===== src/rtl/core/bra_pkg.sv =====
// Shared constants, types and a helper function for the boolean relation analyser.
// No dependencies; imported by every module of the block but bra_ram.
`default_nettype none
package bra_pkg;

  localparam int RowW           = 16;
  localparam int SizeW          = 5;
  localparam int PathW          = 8;
  localparam int ElemW          = 16;
  localparam int DegW           = 5;
  localparam int FlagW          = 7;
  localparam int IdxOutW        = 4;
  localparam int CfgIdxW        = 2;
  localparam int CfgDataW       = 8;
  localparam int MaxElementsDef = 16;

  // Config register indexes
  localparam logic [CfgIdxW-1:0] CFG_SIZE = 2'd0;
  localparam logic [CfgIdxW-1:0] CFG_PATH = 2'd1;

  // Property flag bit positions
  localparam int FLAG_REFL  = 0;
  localparam int FLAG_IRREF = 1;
  localparam int FLAG_SYM   = 2;
  localparam int FLAG_ANTI  = 3;
  localparam int FLAG_ASYM  = 4;
  localparam int FLAG_TRANS = 5;
  localparam int FLAG_EQUIV = 6;

  // Load memory word: relation row, second row, element value
  localparam int M1W     = 3 * RowW;
  localparam int M1_A    = 2 * RowW;
  localparam int M1_B    = RowW;
  localparam int M1_E    = 0;
  // Work memory word: closure, power, composition, transpose
  localparam int M2W     = 4 * RowW;
  localparam int M2_CLO  = 3 * RowW;
  localparam int M2_POW  = 2 * RowW;
  localparam int M2_COMP = RowW;
  localparam int M2_TR   = 0;

  typedef struct packed {
    logic               vld;
    logic               last;
    logic [IdxOutW-1:0] idx;
  } emit_t;

  function automatic logic [DegW-1:0] popcount16(input logic [RowW-1:0] v);
    logic [2:0] nib [4];
    for (int n = 0; n < 4; n++) begin
      nib[n] = 3'(v[4*n]) + 3'(v[4*n+1]) + 3'(v[4*n+2]) + 3'(v[4*n+3]);
    end
    return (DegW'(nib[0]) + DegW'(nib[1])) + (DegW'(nib[2]) + DegW'(nib[3]));
  endfunction

endpackage
`default_nettype wire


===== src/rtl/core/bra_ram.sv =====
// Generic simple dual-port RAM: one write port, one registered read port (old data on clash).
// No dependencies.
`default_nettype none
module bra_ram #(
  parameter int Width = 16,
  parameter int Depth = 16
) (
  input  wire logic                     clk_i,
  input  wire logic                     we_i,
  input  wire logic [$clog2(Depth)-1:0] waddr_i,
  input  wire logic [Width-1:0]         wdata_i,
  input  wire logic [$clog2(Depth)-1:0] raddr_i,
  output logic      [Width-1:0]         rdata_o
);

  logic [Width-1:0] mem_q [Depth];

  always_ff @(posedge clk_i) begin
    if (we_i) begin
      mem_q[waddr_i] <= wdata_i;
    end
    rdata_o <= mem_q[raddr_i];
  end

endmodule
`default_nettype wire


===== src/rtl/core/bra_engine.sv =====
// Sequencer and datapath: row load, product passes, Warshall passes and row read-out.
// Depends on bra_pkg; drives the two bra_ram instances held in the top level.
`default_nettype none
module bra_engine import bra_pkg::*; #(
  parameter int MaxElements = MaxElementsDef
) (
  input  wire logic                     clk_i,
  input  wire logic                     rst_ni,
  input  wire logic                     start_i,
  output logic                          busy_o,
  input  wire logic [RowW-1:0]          row_a_i,
  input  wire logic [RowW-1:0]          row_b_i,
  input  wire logic [ElemW-1:0]         elem_i,
  input  wire logic [SizeW-1:0]         size_i,
  input  wire logic [PathW-1:0]         path_i,
  output logic                          m1_we_o,
  output logic [$clog2((MaxElements < RowW) ? MaxElements : RowW)-1:0] m1_waddr_o,
  output logic [M1W-1:0]                m1_wdata_o,
  output logic [$clog2((MaxElements < RowW) ? MaxElements : RowW)-1:0] m1_raddr_o,
  input  wire logic [M1W-1:0]           m1_rdata_i,
  output logic                          m2_we_o,
  output logic [$clog2((MaxElements < RowW) ? MaxElements : RowW)-1:0] m2_waddr_o,
  output logic [M2W-1:0]                m2_wdata_o,
  output logic [$clog2((MaxElements < RowW) ? MaxElements : RowW)-1:0] m2_raddr_o,
  input  wire logic [M2W-1:0]           m2_rdata_i,
  output emit_t                         emit_o,
  output logic [FlagW-1:0]              flags_o,
  output logic [RowW-1:0]               mask_o
);

  localparam int RowCap = (MaxElements < RowW) ? MaxElements : RowW;
  localparam int AddrW  = $clog2(RowCap);
  localparam int CntW   = $clog2(RowCap + 1);

  typedef enum logic [7:0] {
    S_LOAD   = 8'b0000_0001,
    S_PHEAD  = 8'b0000_0010,
    S_PLATCH = 8'b0000_0100,
    S_PSWEEP = 8'b0000_1000,
    S_WHEAD  = 8'b0001_0000,
    S_WLATCH = 8'b0010_0000,
    S_WSWEEP = 8'b0100_0000,
    S_EMIT   = 8'b1000_0000
  } state_e;

  state_e           state_q, state_d;
  logic [CntW-1:0]  loaded_q, loaded_d;
  logic [AddrW-1:0] i_q, i_d, kd_q, kd_d;
  logic [PathW-1:0] pw_q, pw_d;
  logic             first_q, first_d;
  emit_t            emit_q, emit_d;

  // payload registers
  logic [AddrW-1:0] nm1_q, nm1_d;
  logic [RowW-1:0]  mask_q, mask_d;
  logic [RowW-1:0]  ra_q, ra_d, rp_q, rp_d, rk_q, rk_d;
  logic [RowW-1:0]  aa_q, aa_d, ab_q, ab_d, ap_q, ap_d, tr_q, tr_d;
  logic [M2W-1:0]   hold_q, hold_d;
  logic             refl_q, refl_d, irr_q, irr_d, sym_q, sym_d;
  logic             anti_q, anti_d, tro_q, tro_d;

  logic [CntW-1:0]  n_cur, cnt_next;
  logic [RowW-1:0]  mask_cur, row_a, row_b, oh_kd, oh_i, clo_row;
  logic [PathW-1:0] pw_next;

  always_comb begin
    if (size_i == '0) begin
      n_cur = CntW'(1);
    end else if (size_i > SizeW'(RowCap)) begin
      n_cur = CntW'(RowCap);
    end else begin
      n_cur = CntW'(size_i);
    end
    for (int j = 0; j < RowW; j++) begin
      mask_cur[j] = (SizeW'(j) < SizeW'(n_cur));
    end
  end

  assign cnt_next = loaded_q + CntW'(1);
  assign row_a    = m1_rdata_i[M1_A +: RowW] & mask_q;
  assign row_b    = m1_rdata_i[M1_B +: RowW] & mask_q;
  assign oh_kd    = RowW'(1) << kd_q;
  assign oh_i     = RowW'(1) << i_q;
  assign clo_row  = m2_rdata_i[M2_CLO +: RowW];
  assign pw_next  = (pw_q != '0) ? pw_q - PathW'(1) : '0;

  always_comb begin
    state_d  = state_q;
    loaded_d = loaded_q;
    i_d      = i_q;
    kd_d     = kd_q;
    pw_d     = pw_q;
    first_d  = first_q;
    emit_d   = '0;
    nm1_d    = nm1_q;
    mask_d   = mask_q;
    ra_d     = ra_q;
    rp_d     = rp_q;
    rk_d     = rk_q;
    hold_d   = hold_q;
    aa_d     = aa_q;
    ab_d     = ab_q;
    ap_d     = ap_q;
    tr_d     = tr_q;
    refl_d   = refl_q;
    irr_d    = irr_q;
    sym_d    = sym_q;
    anti_d   = anti_q;
    tro_d    = tro_q;

    m1_we_o    = 1'b0;
    m1_waddr_o = loaded_q[AddrW-1:0];
    m1_wdata_o = {row_a_i, row_b_i, elem_i};
    m1_raddr_o = i_q;
    m2_we_o    = 1'b0;
    m2_waddr_o = loaded_q[AddrW-1:0];
    m2_wdata_o = {row_a_i, row_a_i, {(2*RowW){1'b0}}};
    m2_raddr_o = i_q;

    unique case (state_q)
      S_LOAD: begin
        if (start_i) begin
          m1_we_o = 1'b1;
          m2_we_o = 1'b1;
          if (cnt_next >= n_cur) begin
            loaded_d = '0;
            nm1_d    = AddrW'(n_cur - CntW'(1));
            mask_d   = mask_cur;
            pw_d     = (path_i <= PathW'(1)) ? '0 : path_i - PathW'(1);
            first_d  = 1'b1;
            i_d      = '0;
            refl_d   = 1'b1;
            irr_d    = 1'b1;
            sym_d    = 1'b1;
            anti_d   = 1'b1;
            tro_d    = 1'b1;
            state_d  = S_PHEAD;
          end else begin
            loaded_d = cnt_next;
          end
        end
      end
      S_PHEAD: begin
        state_d = S_PLATCH;
      end
      S_PLATCH: begin
        ra_d       = row_a;
        rp_d       = m2_rdata_i[M2_POW +: RowW];
        hold_d     = m2_rdata_i;
        aa_d       = '0;
        ab_d       = '0;
        ap_d       = '0;
        tr_d       = '0;
        m1_raddr_o = '0;
        kd_d       = '0;
        state_d    = S_PSWEEP;
      end
      S_PSWEEP: begin
        aa_d       = aa_q | (ra_q[kd_q] ? row_a : '0);
        ab_d       = ab_q | (ra_q[kd_q] ? row_b : '0);
        ap_d       = ap_q | (rp_q[kd_q] ? row_a : '0);
        tr_d       = tr_q | (row_a[i_q] ? oh_kd : '0);
        m1_raddr_o = kd_q + AddrW'(1);
        kd_d       = kd_q + AddrW'(1);
        if (kd_q == nm1_q) begin
          m2_we_o    = 1'b1;
          m2_waddr_o = i_q;
          m2_wdata_o = {hold_q[M2_CLO +: RowW],
                        (pw_q != '0) ? ap_d : hold_q[M2_POW +: RowW],
                        first_q ? ab_d : hold_q[M2_COMP +: RowW],
                        first_q ? tr_d : hold_q[M2_TR +: RowW]};
          if (first_q) begin
            refl_d = refl_q & ra_q[i_q];
            irr_d  = irr_q & ~ra_q[i_q];
            sym_d  = sym_q & (ra_q == tr_d);
            anti_d = anti_q & ((ra_q & tr_d & ~oh_i) == '0);
            tro_d  = tro_q & ((aa_d & ~ra_q) == '0);
          end
          if (i_q == nm1_q) begin
            i_d     = '0;
            first_d = 1'b0;
            pw_d    = pw_next;
            state_d = (pw_next != '0) ? S_PHEAD : S_WHEAD;
          end else begin
            i_d     = i_q + AddrW'(1);
            state_d = S_PHEAD;
          end
        end
      end
      S_WHEAD: begin
        state_d = S_WLATCH;
      end
      S_WLATCH: begin
        rk_d       = clo_row;
        m2_raddr_o = '0;
        kd_d       = '0;
        state_d    = S_WSWEEP;
      end
      S_WSWEEP: begin
        m2_we_o    = 1'b1;
        m2_waddr_o = kd_q;
        m2_wdata_o = {clo_row[i_q] ? (clo_row | rk_q) : clo_row,
                      m2_rdata_i[M2_CLO-1:0]};
        m2_raddr_o = kd_q + AddrW'(1);
        kd_d       = kd_q + AddrW'(1);
        if (kd_q == nm1_q) begin
          if (i_q == nm1_q) begin
            i_d     = '0;
            state_d = S_EMIT;
          end else begin
            i_d     = i_q + AddrW'(1);
            state_d = S_WHEAD;
          end
        end
      end
      S_EMIT: begin
        emit_d.vld  = 1'b1;
        emit_d.last = (i_q == nm1_q);
        emit_d.idx  = IdxOutW'(i_q);
        i_d         = i_q + AddrW'(1);
        if (i_q == nm1_q) begin
          i_d     = '0;
          state_d = S_LOAD;
        end
      end
      default: begin
        state_d = S_LOAD;
      end
    endcase
  end

  always_ff @(posedge clk_i or negedge rst_ni) begin
    if (!rst_ni) begin
      state_q  <= S_LOAD;
      loaded_q <= '0;
      i_q      <= '0;
      kd_q     <= '0;
      pw_q     <= '0;
      first_q  <= 1'b0;
      emit_q   <= '0;
    end else begin
      state_q  <= state_d;
      loaded_q <= loaded_d;
      i_q      <= i_d;
      kd_q     <= kd_d;
      pw_q     <= pw_d;
      first_q  <= first_d;
      emit_q   <= emit_d;
    end
  end

  always_ff @(posedge clk_i) begin
    nm1_q  <= nm1_d;
    mask_q <= mask_d;
    ra_q   <= ra_d;
    rp_q   <= rp_d;
    rk_q   <= rk_d;
    hold_q <= hold_d;
    aa_q   <= aa_d;
    ab_q   <= ab_d;
    ap_q   <= ap_d;
    tr_q   <= tr_d;
    refl_q <= refl_d;
    irr_q  <= irr_d;
    sym_q  <= sym_d;
    anti_q <= anti_d;
    tro_q  <= tro_d;
  end

  assign busy_o = (state_q != S_LOAD);
  assign emit_o = emit_q;
  assign mask_o = mask_q;

  always_comb begin
    flags_o             = '0;
    flags_o[FLAG_REFL]  = refl_q;
    flags_o[FLAG_IRREF] = irr_q;
    flags_o[FLAG_SYM]   = sym_q;
    flags_o[FLAG_ANTI]  = anti_q;
    flags_o[FLAG_ASYM]  = irr_q & anti_q;
    flags_o[FLAG_TRANS] = tro_q;
    flags_o[FLAG_EQUIV] = refl_q & sym_q & tro_q;
  end

endmodule
`default_nettype wire


===== src/rtl/core/bra_emit.sv =====
// Result formatter: turns one row read from both memories into a registered result beat.
// Depends on bra_pkg.
`default_nettype none
module bra_emit import bra_pkg::*; (
  input  wire logic              clk_i,
  input  wire logic              rst_ni,
  input  wire emit_t             emit_i,
  input  wire logic [M1W-1:0]    m1_rdata_i,
  input  wire logic [M2W-1:0]    m2_rdata_i,
  input  wire logic [RowW-1:0]   mask_i,
  input  wire logic [FlagW-1:0]  flags_i,
  output logic                   strobe_o,
  output logic [IdxOutW-1:0]     row_index_o,
  output logic signed [ElemW-1:0] element_out_o,
  output logic [DegW-1:0]        out_degree_o,
  output logic [DegW-1:0]        in_degree_o,
  output logic [RowW-1:0]        transitive_row_o,
  output logic [RowW-1:0]        reflexive_row_o,
  output logic [RowW-1:0]        symmetric_row_o,
  output logic [RowW-1:0]        power_row_o,
  output logic [RowW-1:0]        composition_row_o,
  output logic [FlagW-1:0]       property_flags_o,
  output logic                   last_row_o
);

  logic [RowW-1:0] a_row, t_row;

  assign a_row = m1_rdata_i[M1_A +: RowW] & mask_i;
  assign t_row = m2_rdata_i[M2_TR +: RowW];

  always_ff @(posedge clk_i or negedge rst_ni) begin
    if (!rst_ni) begin
      strobe_o <= 1'b0;
    end else begin
      strobe_o <= emit_i.vld;
    end
  end

  always_ff @(posedge clk_i) begin
    if (emit_i.vld) begin
      row_index_o       <= emit_i.idx;
      element_out_o     <= m1_rdata_i[M1_E +: ElemW];
      out_degree_o      <= popcount16(a_row);
      in_degree_o       <= popcount16(t_row);
      transitive_row_o  <= m2_rdata_i[M2_CLO +: RowW] & mask_i;
      reflexive_row_o   <= a_row | (RowW'(1) << emit_i.idx);
      symmetric_row_o   <= a_row | t_row;
      power_row_o       <= m2_rdata_i[M2_POW +: RowW] & mask_i;
      composition_row_o <= m2_rdata_i[M2_COMP +: RowW];
      property_flags_o  <= flags_i;
      last_row_o        <= emit_i.last;
    end
  end

endmodule
`default_nettype wire


===== src/rtl/core/boolean_relation_analyzer_top.sv =====
// Top level of the boolean relation analyser: config registers, two row memories,
// sequencer and result formatter. Depends on bra_pkg, bra_ram, bra_engine, bra_emit.
//
// Use:
//  - Input: one beat per matrix row, taken on a clock edge with start high and busy
//    low: row_a_i (relation row), row_b_i (second relation row), element_value_i.
//    While rows load, busy stays low, so rows may arrive back to back.
//  - The beat that brings the row count up to the effective size N starts the
//    analysis; busy stays high until the last row is read out, before its result.
//  - Config: cfg_we_i with cfg_index_i (0 size, 1 path length, else dropped) and
//    cfg_data_i on the clock edge; write only between matrices, not enforced.
//  - Results: N beats, one per row in order, each shown for one cycle with strobe_o;
//    last_row_o marks row N-1. The receiver cannot stall; beats come back to back.
//  - Order after the last row (N rows, P = path length): one combined product
//    pass plus max(0, P-2) power passes, then N Warshall pivots, then N row
//    read-outs; each result passes the emit and formatter registers. A sweep walks
//    one memory a row per cycle on its one read port after head and latch states.
//  - Reset clears the sequencer and row count; memory contents stay undefined and
//    no clearing pass is needed, as every row read was written in the same load.
`default_nettype none
module boolean_relation_analyzer_top import bra_pkg::*; #(
  parameter int MaxElements = MaxElementsDef
) (
  input  wire logic                clk_i,
  input  wire logic                rst_ni,
  input  wire logic                start,
  output logic                     busy,
  input  wire logic                cfg_we_i,
  input  wire logic [CfgIdxW-1:0]  cfg_index_i,
  input  wire logic [CfgDataW-1:0] cfg_data_i,
  input  wire logic [RowW-1:0]     row_a_i,
  input  wire logic [RowW-1:0]     row_b_i,
  input  wire logic signed [ElemW-1:0] element_value_i,
  output logic                     strobe_o,
  output logic [IdxOutW-1:0]       row_index_o,
  output logic signed [ElemW-1:0]  element_out_o,
  output logic [DegW-1:0]          out_degree_o,
  output logic [DegW-1:0]          in_degree_o,
  output logic [RowW-1:0]          transitive_row_o,
  output logic [RowW-1:0]          reflexive_row_o,
  output logic [RowW-1:0]          symmetric_row_o,
  output logic [RowW-1:0]          power_row_o,
  output logic [RowW-1:0]          composition_row_o,
  output logic [FlagW-1:0]         property_flags_o,
  output logic                     last_row_o
);

  localparam int RowCap = (MaxElements < RowW) ? MaxElements : RowW;
  localparam int AddrW  = $clog2(RowCap);

  // config registers
  logic [SizeW-1:0] size_q;
  logic [PathW-1:0] path_q;

  always_ff @(posedge clk_i or negedge rst_ni) begin
    if (!rst_ni) begin
      size_q <= SizeW'(16);
      path_q <= PathW'(1);
    end else if (cfg_we_i) begin
      if (cfg_index_i == CFG_SIZE) begin
        size_q <= cfg_data_i[SizeW-1:0];
      end
      if (cfg_index_i == CFG_PATH) begin
        path_q <= cfg_data_i[PathW-1:0];
      end
    end
  end

  // memory ports
  logic             m1_we, m2_we;
  logic [AddrW-1:0] m1_waddr, m1_raddr, m2_waddr, m2_raddr;
  logic [M1W-1:0]   m1_wdata, m1_rdata;
  logic [M2W-1:0]   m2_wdata, m2_rdata;
  emit_t            emit;
  logic [FlagW-1:0] flags;
  logic [RowW-1:0]  mask;

  // load memory: relation row, second row, element value
  bra_ram #(.Width(M1W), .Depth(RowCap)) u_load_ram (
    .clk_i   (clk_i),
    .we_i    (m1_we),
    .waddr_i (m1_waddr),
    .wdata_i (m1_wdata),
    .raddr_i (m1_raddr),
    .rdata_o (m1_rdata)
  );

  // work memory: closure, power, composition, transpose
  bra_ram #(.Width(M2W), .Depth(RowCap)) u_work_ram (
    .clk_i   (clk_i),
    .we_i    (m2_we),
    .waddr_i (m2_waddr),
    .wdata_i (m2_wdata),
    .raddr_i (m2_raddr),
    .rdata_o (m2_rdata)
  );

  bra_engine #(.MaxElements(MaxElements)) u_engine (
    .clk_i      (clk_i),
    .rst_ni     (rst_ni),
    .start_i    (start),
    .busy_o     (busy),
    .row_a_i    (row_a_i),
    .row_b_i    (row_b_i),
    .elem_i     (element_value_i),
    .size_i     (size_q),
    .path_i     (path_q),
    .m1_we_o    (m1_we),
    .m1_waddr_o (m1_waddr),
    .m1_wdata_o (m1_wdata),
    .m1_raddr_o (m1_raddr),
    .m1_rdata_i (m1_rdata),
    .m2_we_o    (m2_we),
    .m2_waddr_o (m2_waddr),
    .m2_wdata_o (m2_wdata),
    .m2_raddr_o (m2_raddr),
    .m2_rdata_i (m2_rdata),
    .emit_o     (emit),
    .flags_o    (flags),
    .mask_o     (mask)
  );

  bra_emit u_emit (
    .clk_i             (clk_i),
    .rst_ni            (rst_ni),
    .emit_i            (emit),
    .m1_rdata_i        (m1_rdata),
    .m2_rdata_i        (m2_rdata),
    .mask_i            (mask),
    .flags_i           (flags),
    .strobe_o          (strobe_o),
    .row_index_o       (row_index_o),
    .element_out_o     (element_out_o),
    .out_degree_o      (out_degree_o),
    .in_degree_o       (in_degree_o),
    .transitive_row_o  (transitive_row_o),
    .reflexive_row_o   (reflexive_row_o),
    .symmetric_row_o   (symmetric_row_o),
    .power_row_o       (power_row_o),
    .composition_row_o (composition_row_o),
    .property_flags_o  (property_flags_o),
    .last_row_o        (last_row_o)
  );

`ifndef SYNTH
  // result beats of one matrix come in an unbroken run of rising row indexes
  a_rows_in_order: assert property (@(posedge clk_i) disable iff (!rst_ni)
    strobe_o && !last_row_o |=>
      strobe_o && (row_index_o == IdxOutW'($past(row_index_o) + IdxOutW'(1))))
    else $error("result rows out of order");

  // nothing follows the last row in the next cycle
  a_gap_after_last: assert property (@(posedge clk_i) disable iff (!rst_ni)
    strobe_o && last_row_o |=> !strobe_o)
    else $error("result beat right after last row");

  // derived flags agree with the flags they derive from
  a_flag_consistency: assert property (@(posedge clk_i) disable iff (!rst_ni)
    strobe_o |->
      (!property_flags_o[FLAG_EQUIV] || (property_flags_o[FLAG_REFL] &&
        property_flags_o[FLAG_SYM] && property_flags_o[FLAG_TRANS])) &&
      (!property_flags_o[FLAG_ASYM] || (property_flags_o[FLAG_IRREF] &&
        property_flags_o[FLAG_ANTI])))
    else $error("inconsistent property flags");
`endif

endmodule
`default_nettype wire

===== config.mk =====
export PLATFORM = sky130hd
export DESIGN_NAME = boolean_relation_analyzer_top
export DESIGN_NICKNAME = d
export VERILOG_FILES = /design/src/rtl/core/bra_pkg.sv /design/src/rtl/core/bra_ram.sv /design/src/rtl/core/bra_engine.sv /design/src/rtl/core/bra_emit.sv /design/src/rtl/core/boolean_relation_analyzer_top.sv
export SDC_FILE = /design/constraint.sdc
export NUM_CORES = 2
export LEC_CHECK = 0
export BUFFER_PORTS_ARGS = -buffer_cell sky130_fd_sc_hd__buf_2
export CAP_MARGIN = 20
export CORE_MARGIN = 2
export CORE_UTILIZATION = 40
export CTS_BUF_LIST = sky130_fd_sc_hd__clkbuf_4 sky130_fd_sc_hd__clkbuf_8 sky130_fd_sc_hd__clkbuf_16
export CTS_CLUSTER_DIAMETER = 50
export DETAILED_ROUTE_END_ITERATION = 6
export PLACE_DENSITY = 0.65
export SLEW_MARGIN = 20
export SYNTH_ARGS = -nofsm -noshare
export SYNTH_HDL_FRONTEND = slang
export SYNTH_SLANG_ARGS = --single-unit

===== constraint.sdc =====
create_clock -name clk_i -period 7.4 [get_ports clk_i]
set_input_delay 0.74 -clock clk_i [delete_from_list [all_inputs] [get_ports clk_i]]
set_output_delay 0.74 -clock clk_i [all_outputs]
set_load 0.005 [all_outputs]

==> results.toml <==
[outcome]
status = "complete, but fails checks"
violations_in_the_final_reports = "DRC"

[drt]
wl_per_cell_um = 27.9
first_pass_iters = 7
detailed_route_wire_length_mm = 236
drt-vias-per-instance = 5.75
antenna_violating_nets_post_route = 0
number_of_drc_violations_after_detailed_routing_iteration_0 = 5222
via_count = 48700
drcViolationCount = 3

[layout]
syn_to_final_growth_pct = 14.9
total_area_of_sequential_cells_sq_um = 66400
multi_input_area_sq_um = 20300
drive_above_1_share_pct = 15.2
nNetsFinal = 5535
filler_cell_count = 18500
layout.core_utilization_pct = 46.1

[power]
share_seq_of_total_power_pct = 46.7
irDropWorstVdd_uv = 219
clkPwrFrac_pct = 36.2
netSwitchingPower_w = 0.00924
combPwrFrac_pct = 17.1
power-per-cell-area_nw_per_um2 = 331
internal_power_w = 0.0242
power_leakage_nw = 37.9
p_sw_share_pct = 27.6

[hold_path]
holdCritPathClass = "primary input to flip-flop"
min_from = "cfg_data_i[7]"
cell_count_of_the_worst_hold_path = 2

[grt]
grt_overflow_total = 0
first_global_vias = 47400
antenna_found_initial = 36
grt_pass1_wl_mm = 337
grt_start_max_net_pins = 97
grtUsageTotal_pct = 20.7

[clock_tree]
cts_max_level = 4
number_of_buffers_inserted_during_clock_tree_synthesis = 229
clkTransAtPathRegs_ns = 0.06
cts_hold_buf = 1
root_buffer = "sky130_fd_sc_hd__clkbuf_16"
number_of_buffers_between_clock_root_and_the_deepest_sink = 3
clock_sinks = 2257
cts_tree = "yes"
clock_latency_ns = 0.91
postCtsResizedCells = 0
cts_post_setup_buffers_inserted = 0

[floorplanning]
chipWidth_um = 473
die_h_um = 473
core_region_area_sq_um = 219000
die_area_sq_um = 223000
top_level_ports = 182
start_util_pct = 40.1
rows = 172

[sta]
worst_slack_ns = 2.32
min_period_over_period_pct = 68.6
slew_headroom_pct = 19.7
finClkSkew_ns = 0.0941
worst-slew-pin-transition_ns = 1.19
fin_setup_tns_ns = 0
period_minus_slack_ns = 5.08
timing.final.setup_violations = 0
rsz_0062_raised_after_global_routing = "false"
final-max-slew-violation-count = 0
final_hold_viol_count = 0
timing.fmax_mhz = 197

[worst_setup_path]
path_class = "flip-flop to flip-flop"
rr_worst_depth = 7
crit_fanout = 43
crit_path_largest_cell_delay_ns = 1.03
setup.worst_path.start_class = "flip-flop"
cp.arrival_ns = 5.52
worst_r2r_startpoint = "u_engine.kd_q[0]"
path_cells = "xor2_1 -> nor4_2 -> a211oi_1 -> a221oi_1 -> nand2_1 -> nor2_4 -> buf_4"
critPathSlowestCell = "sky130_fd_sc_hd__dfrtp_1"
cp-startpoint = "u_engine.kd_q[0]"
worstPathRequired_ns = 7.84
worst_setup_path_end_kind = "flip-flop"

[synthesis]
synth_edf_count = 2095
mappedNetlistArea_sq_um = 87800
ys_dominant_reg_cell = "sky130_fd_sc_hd__edfxtp_1"
yosysWarnings = 0
synth-seq-area-share_pct = 75.6
asr_flop_ratio_synth_pct = 2.22
synthCells = 5125
yosys_register_bits = 2257
synth.net_count = 5278
netlist-cell-type-count = 79
synth_area_per_cell_sq_um = 17.1

[placement]
buffer_ports.inserted = 181
post-dp-hpwl_mm = 135
placement.setup.worst_slack_ns = 2.52
gpl.final_weighted_congestion = 0.891

[job]
timing.max_cap.violations = 0
-- final timing paths --
| kind | end | slack [ns] |
|---|---|---|
| max reg2reg | u_work_ram.mem_q[1][13] | 2.32 |
| max | u_work_ram.mem_q[1][13] | 2.32 |
| min reg2reg | u_emit.element_out_o[6] | 0.40 |
| max in group asynchronous | u_engine.emit_o[5] | 6.22 |
| min in group asynchronous | path_q[7] | 0.59 |
| min | path_q[7] | 0.14 |
-- layout make-up --
type                       count  share of cell area (%)
tap                         2871                    3.56
inverter                      99                   0.368
antenna                       12                  0.0298
multi-input combinational   2496                    20.1
clock buffer                 288                    6.23
clock inverter               149                    1.85
timing repair buffer         299                    2.05
sequential                  2257                    65.8
-- routing by layer --
layer  routed length [um]  global-route usage, %  part of all wire (%)  vias up
met1                93900                   27.2                    40    25200
met3                18200                   3.84                   7.7      471
li1                     -                      -                     -    21000
met5                  218                      0                 0.092        -
met2               113000                   33.6                    48     2089
met4                10200                   8.87                   4.3       32
-- critical path, delay by kind of cell, from the launching register on --
kind,cells,cell delay [ns]
and+or+nand+nor,3,2.04
xor gates and xnor gates,1,0.21
AOI/OAI and AO/OA,2,0.57
DFF,1,1.03
buffers and inverters,1,0.73
-- power groups by stage --
stage | logic, W | clock network, W | registers, W
2_1_floorplan | 0.00396 | 0 | 0.0155
3_3_place_gp | 0.00561 | 0 | 0.0158
3_5_place_dp | 0.00570 | 0 | 0.0159
4_1_cts | 0.00574 | 0.0123 | 0.0156
5_1_grt | 0.00615 | 0.0128 | 0.0157
6_report | 0.00570 | 0.0121 | 0.0156
-- Yosys cell counts, drive strengths merged, types with 41 or more instances --
cell	number	area [sq um]
edfxtp	2095	62900
mux2i	879	8800
o22ai	445	2780
nor2	159	614
buf	144	776
clkbuf	129	484
nand2	117	439
dfxtp	112	2240
o21ai	110	554
or4	109	818
a21oi	107	536
inv	96	360
ha	77	963
and2	57	357
dfrtp	47	1180
a31oi	42	324
nand3	41	205
-- layout by cell type, fill, tap and decap left out, types with 101 or more instances in the layout --
cell,count
sky130_fd_sc_hd__a21oi_1,107
sky130_fd_sc_hd__or4_1,108
sky130_fd_sc_hd__buf_2,181
sky130_fd_sc_hd__nand2_1,116
sky130_fd_sc_hd__o21ai_0,101
sky130_fd_sc_hd__mux2i_1,878
sky130_fd_sc_hd__dfxtp_1,112
sky130_fd_sc_hd__edfxtp_1,2095
sky130_fd_sc_hd__nor2_1,139
sky130_fd_sc_hd__clkbuf_16,230
sky130_fd_sc_hd__o22ai_1,441
-- cell families after synthesis --
group                    count (synthesis)  share of synthesized area, %
AO/OA/AOI/OAI                          855                          6.28
other                                    1                       0.00427
XOR/XNOR                                31                         0.309
AND/OR/NAND/NOR                        599                          3.71
buffers and inverters                  372                          1.86
adder cells (fa/ha/maj)                 91                          1.42
multiplexers                           919                          10.8
flip-flops                            2257                          75.6
-- sequential cells by signal, summed over array words and instances, names as in the netlist, 48 cells and up --
signal	count
u_load_ram.mem_q	768
u_engine.hold_q	64
u_work_ram.mem_q	1024
u_work_ram.rdata_o	64
u_load_ram.rdata_o	48
-- per-stage QoR --
step	power (W)	hold WS, ns	area (sq um)	std cells
finish	0.0334	0.143	101000	8471
global route	0.0346	0.102	101000	8461
CTS	0.0336	0.0670	101000	8459
detailed placement	0.0216	0.391	92700	8021
global placement	0.0215	0.390	92600	8018
floorplan	0.0195	0.386	87800	5125
(Power assumes the default switching activity.)
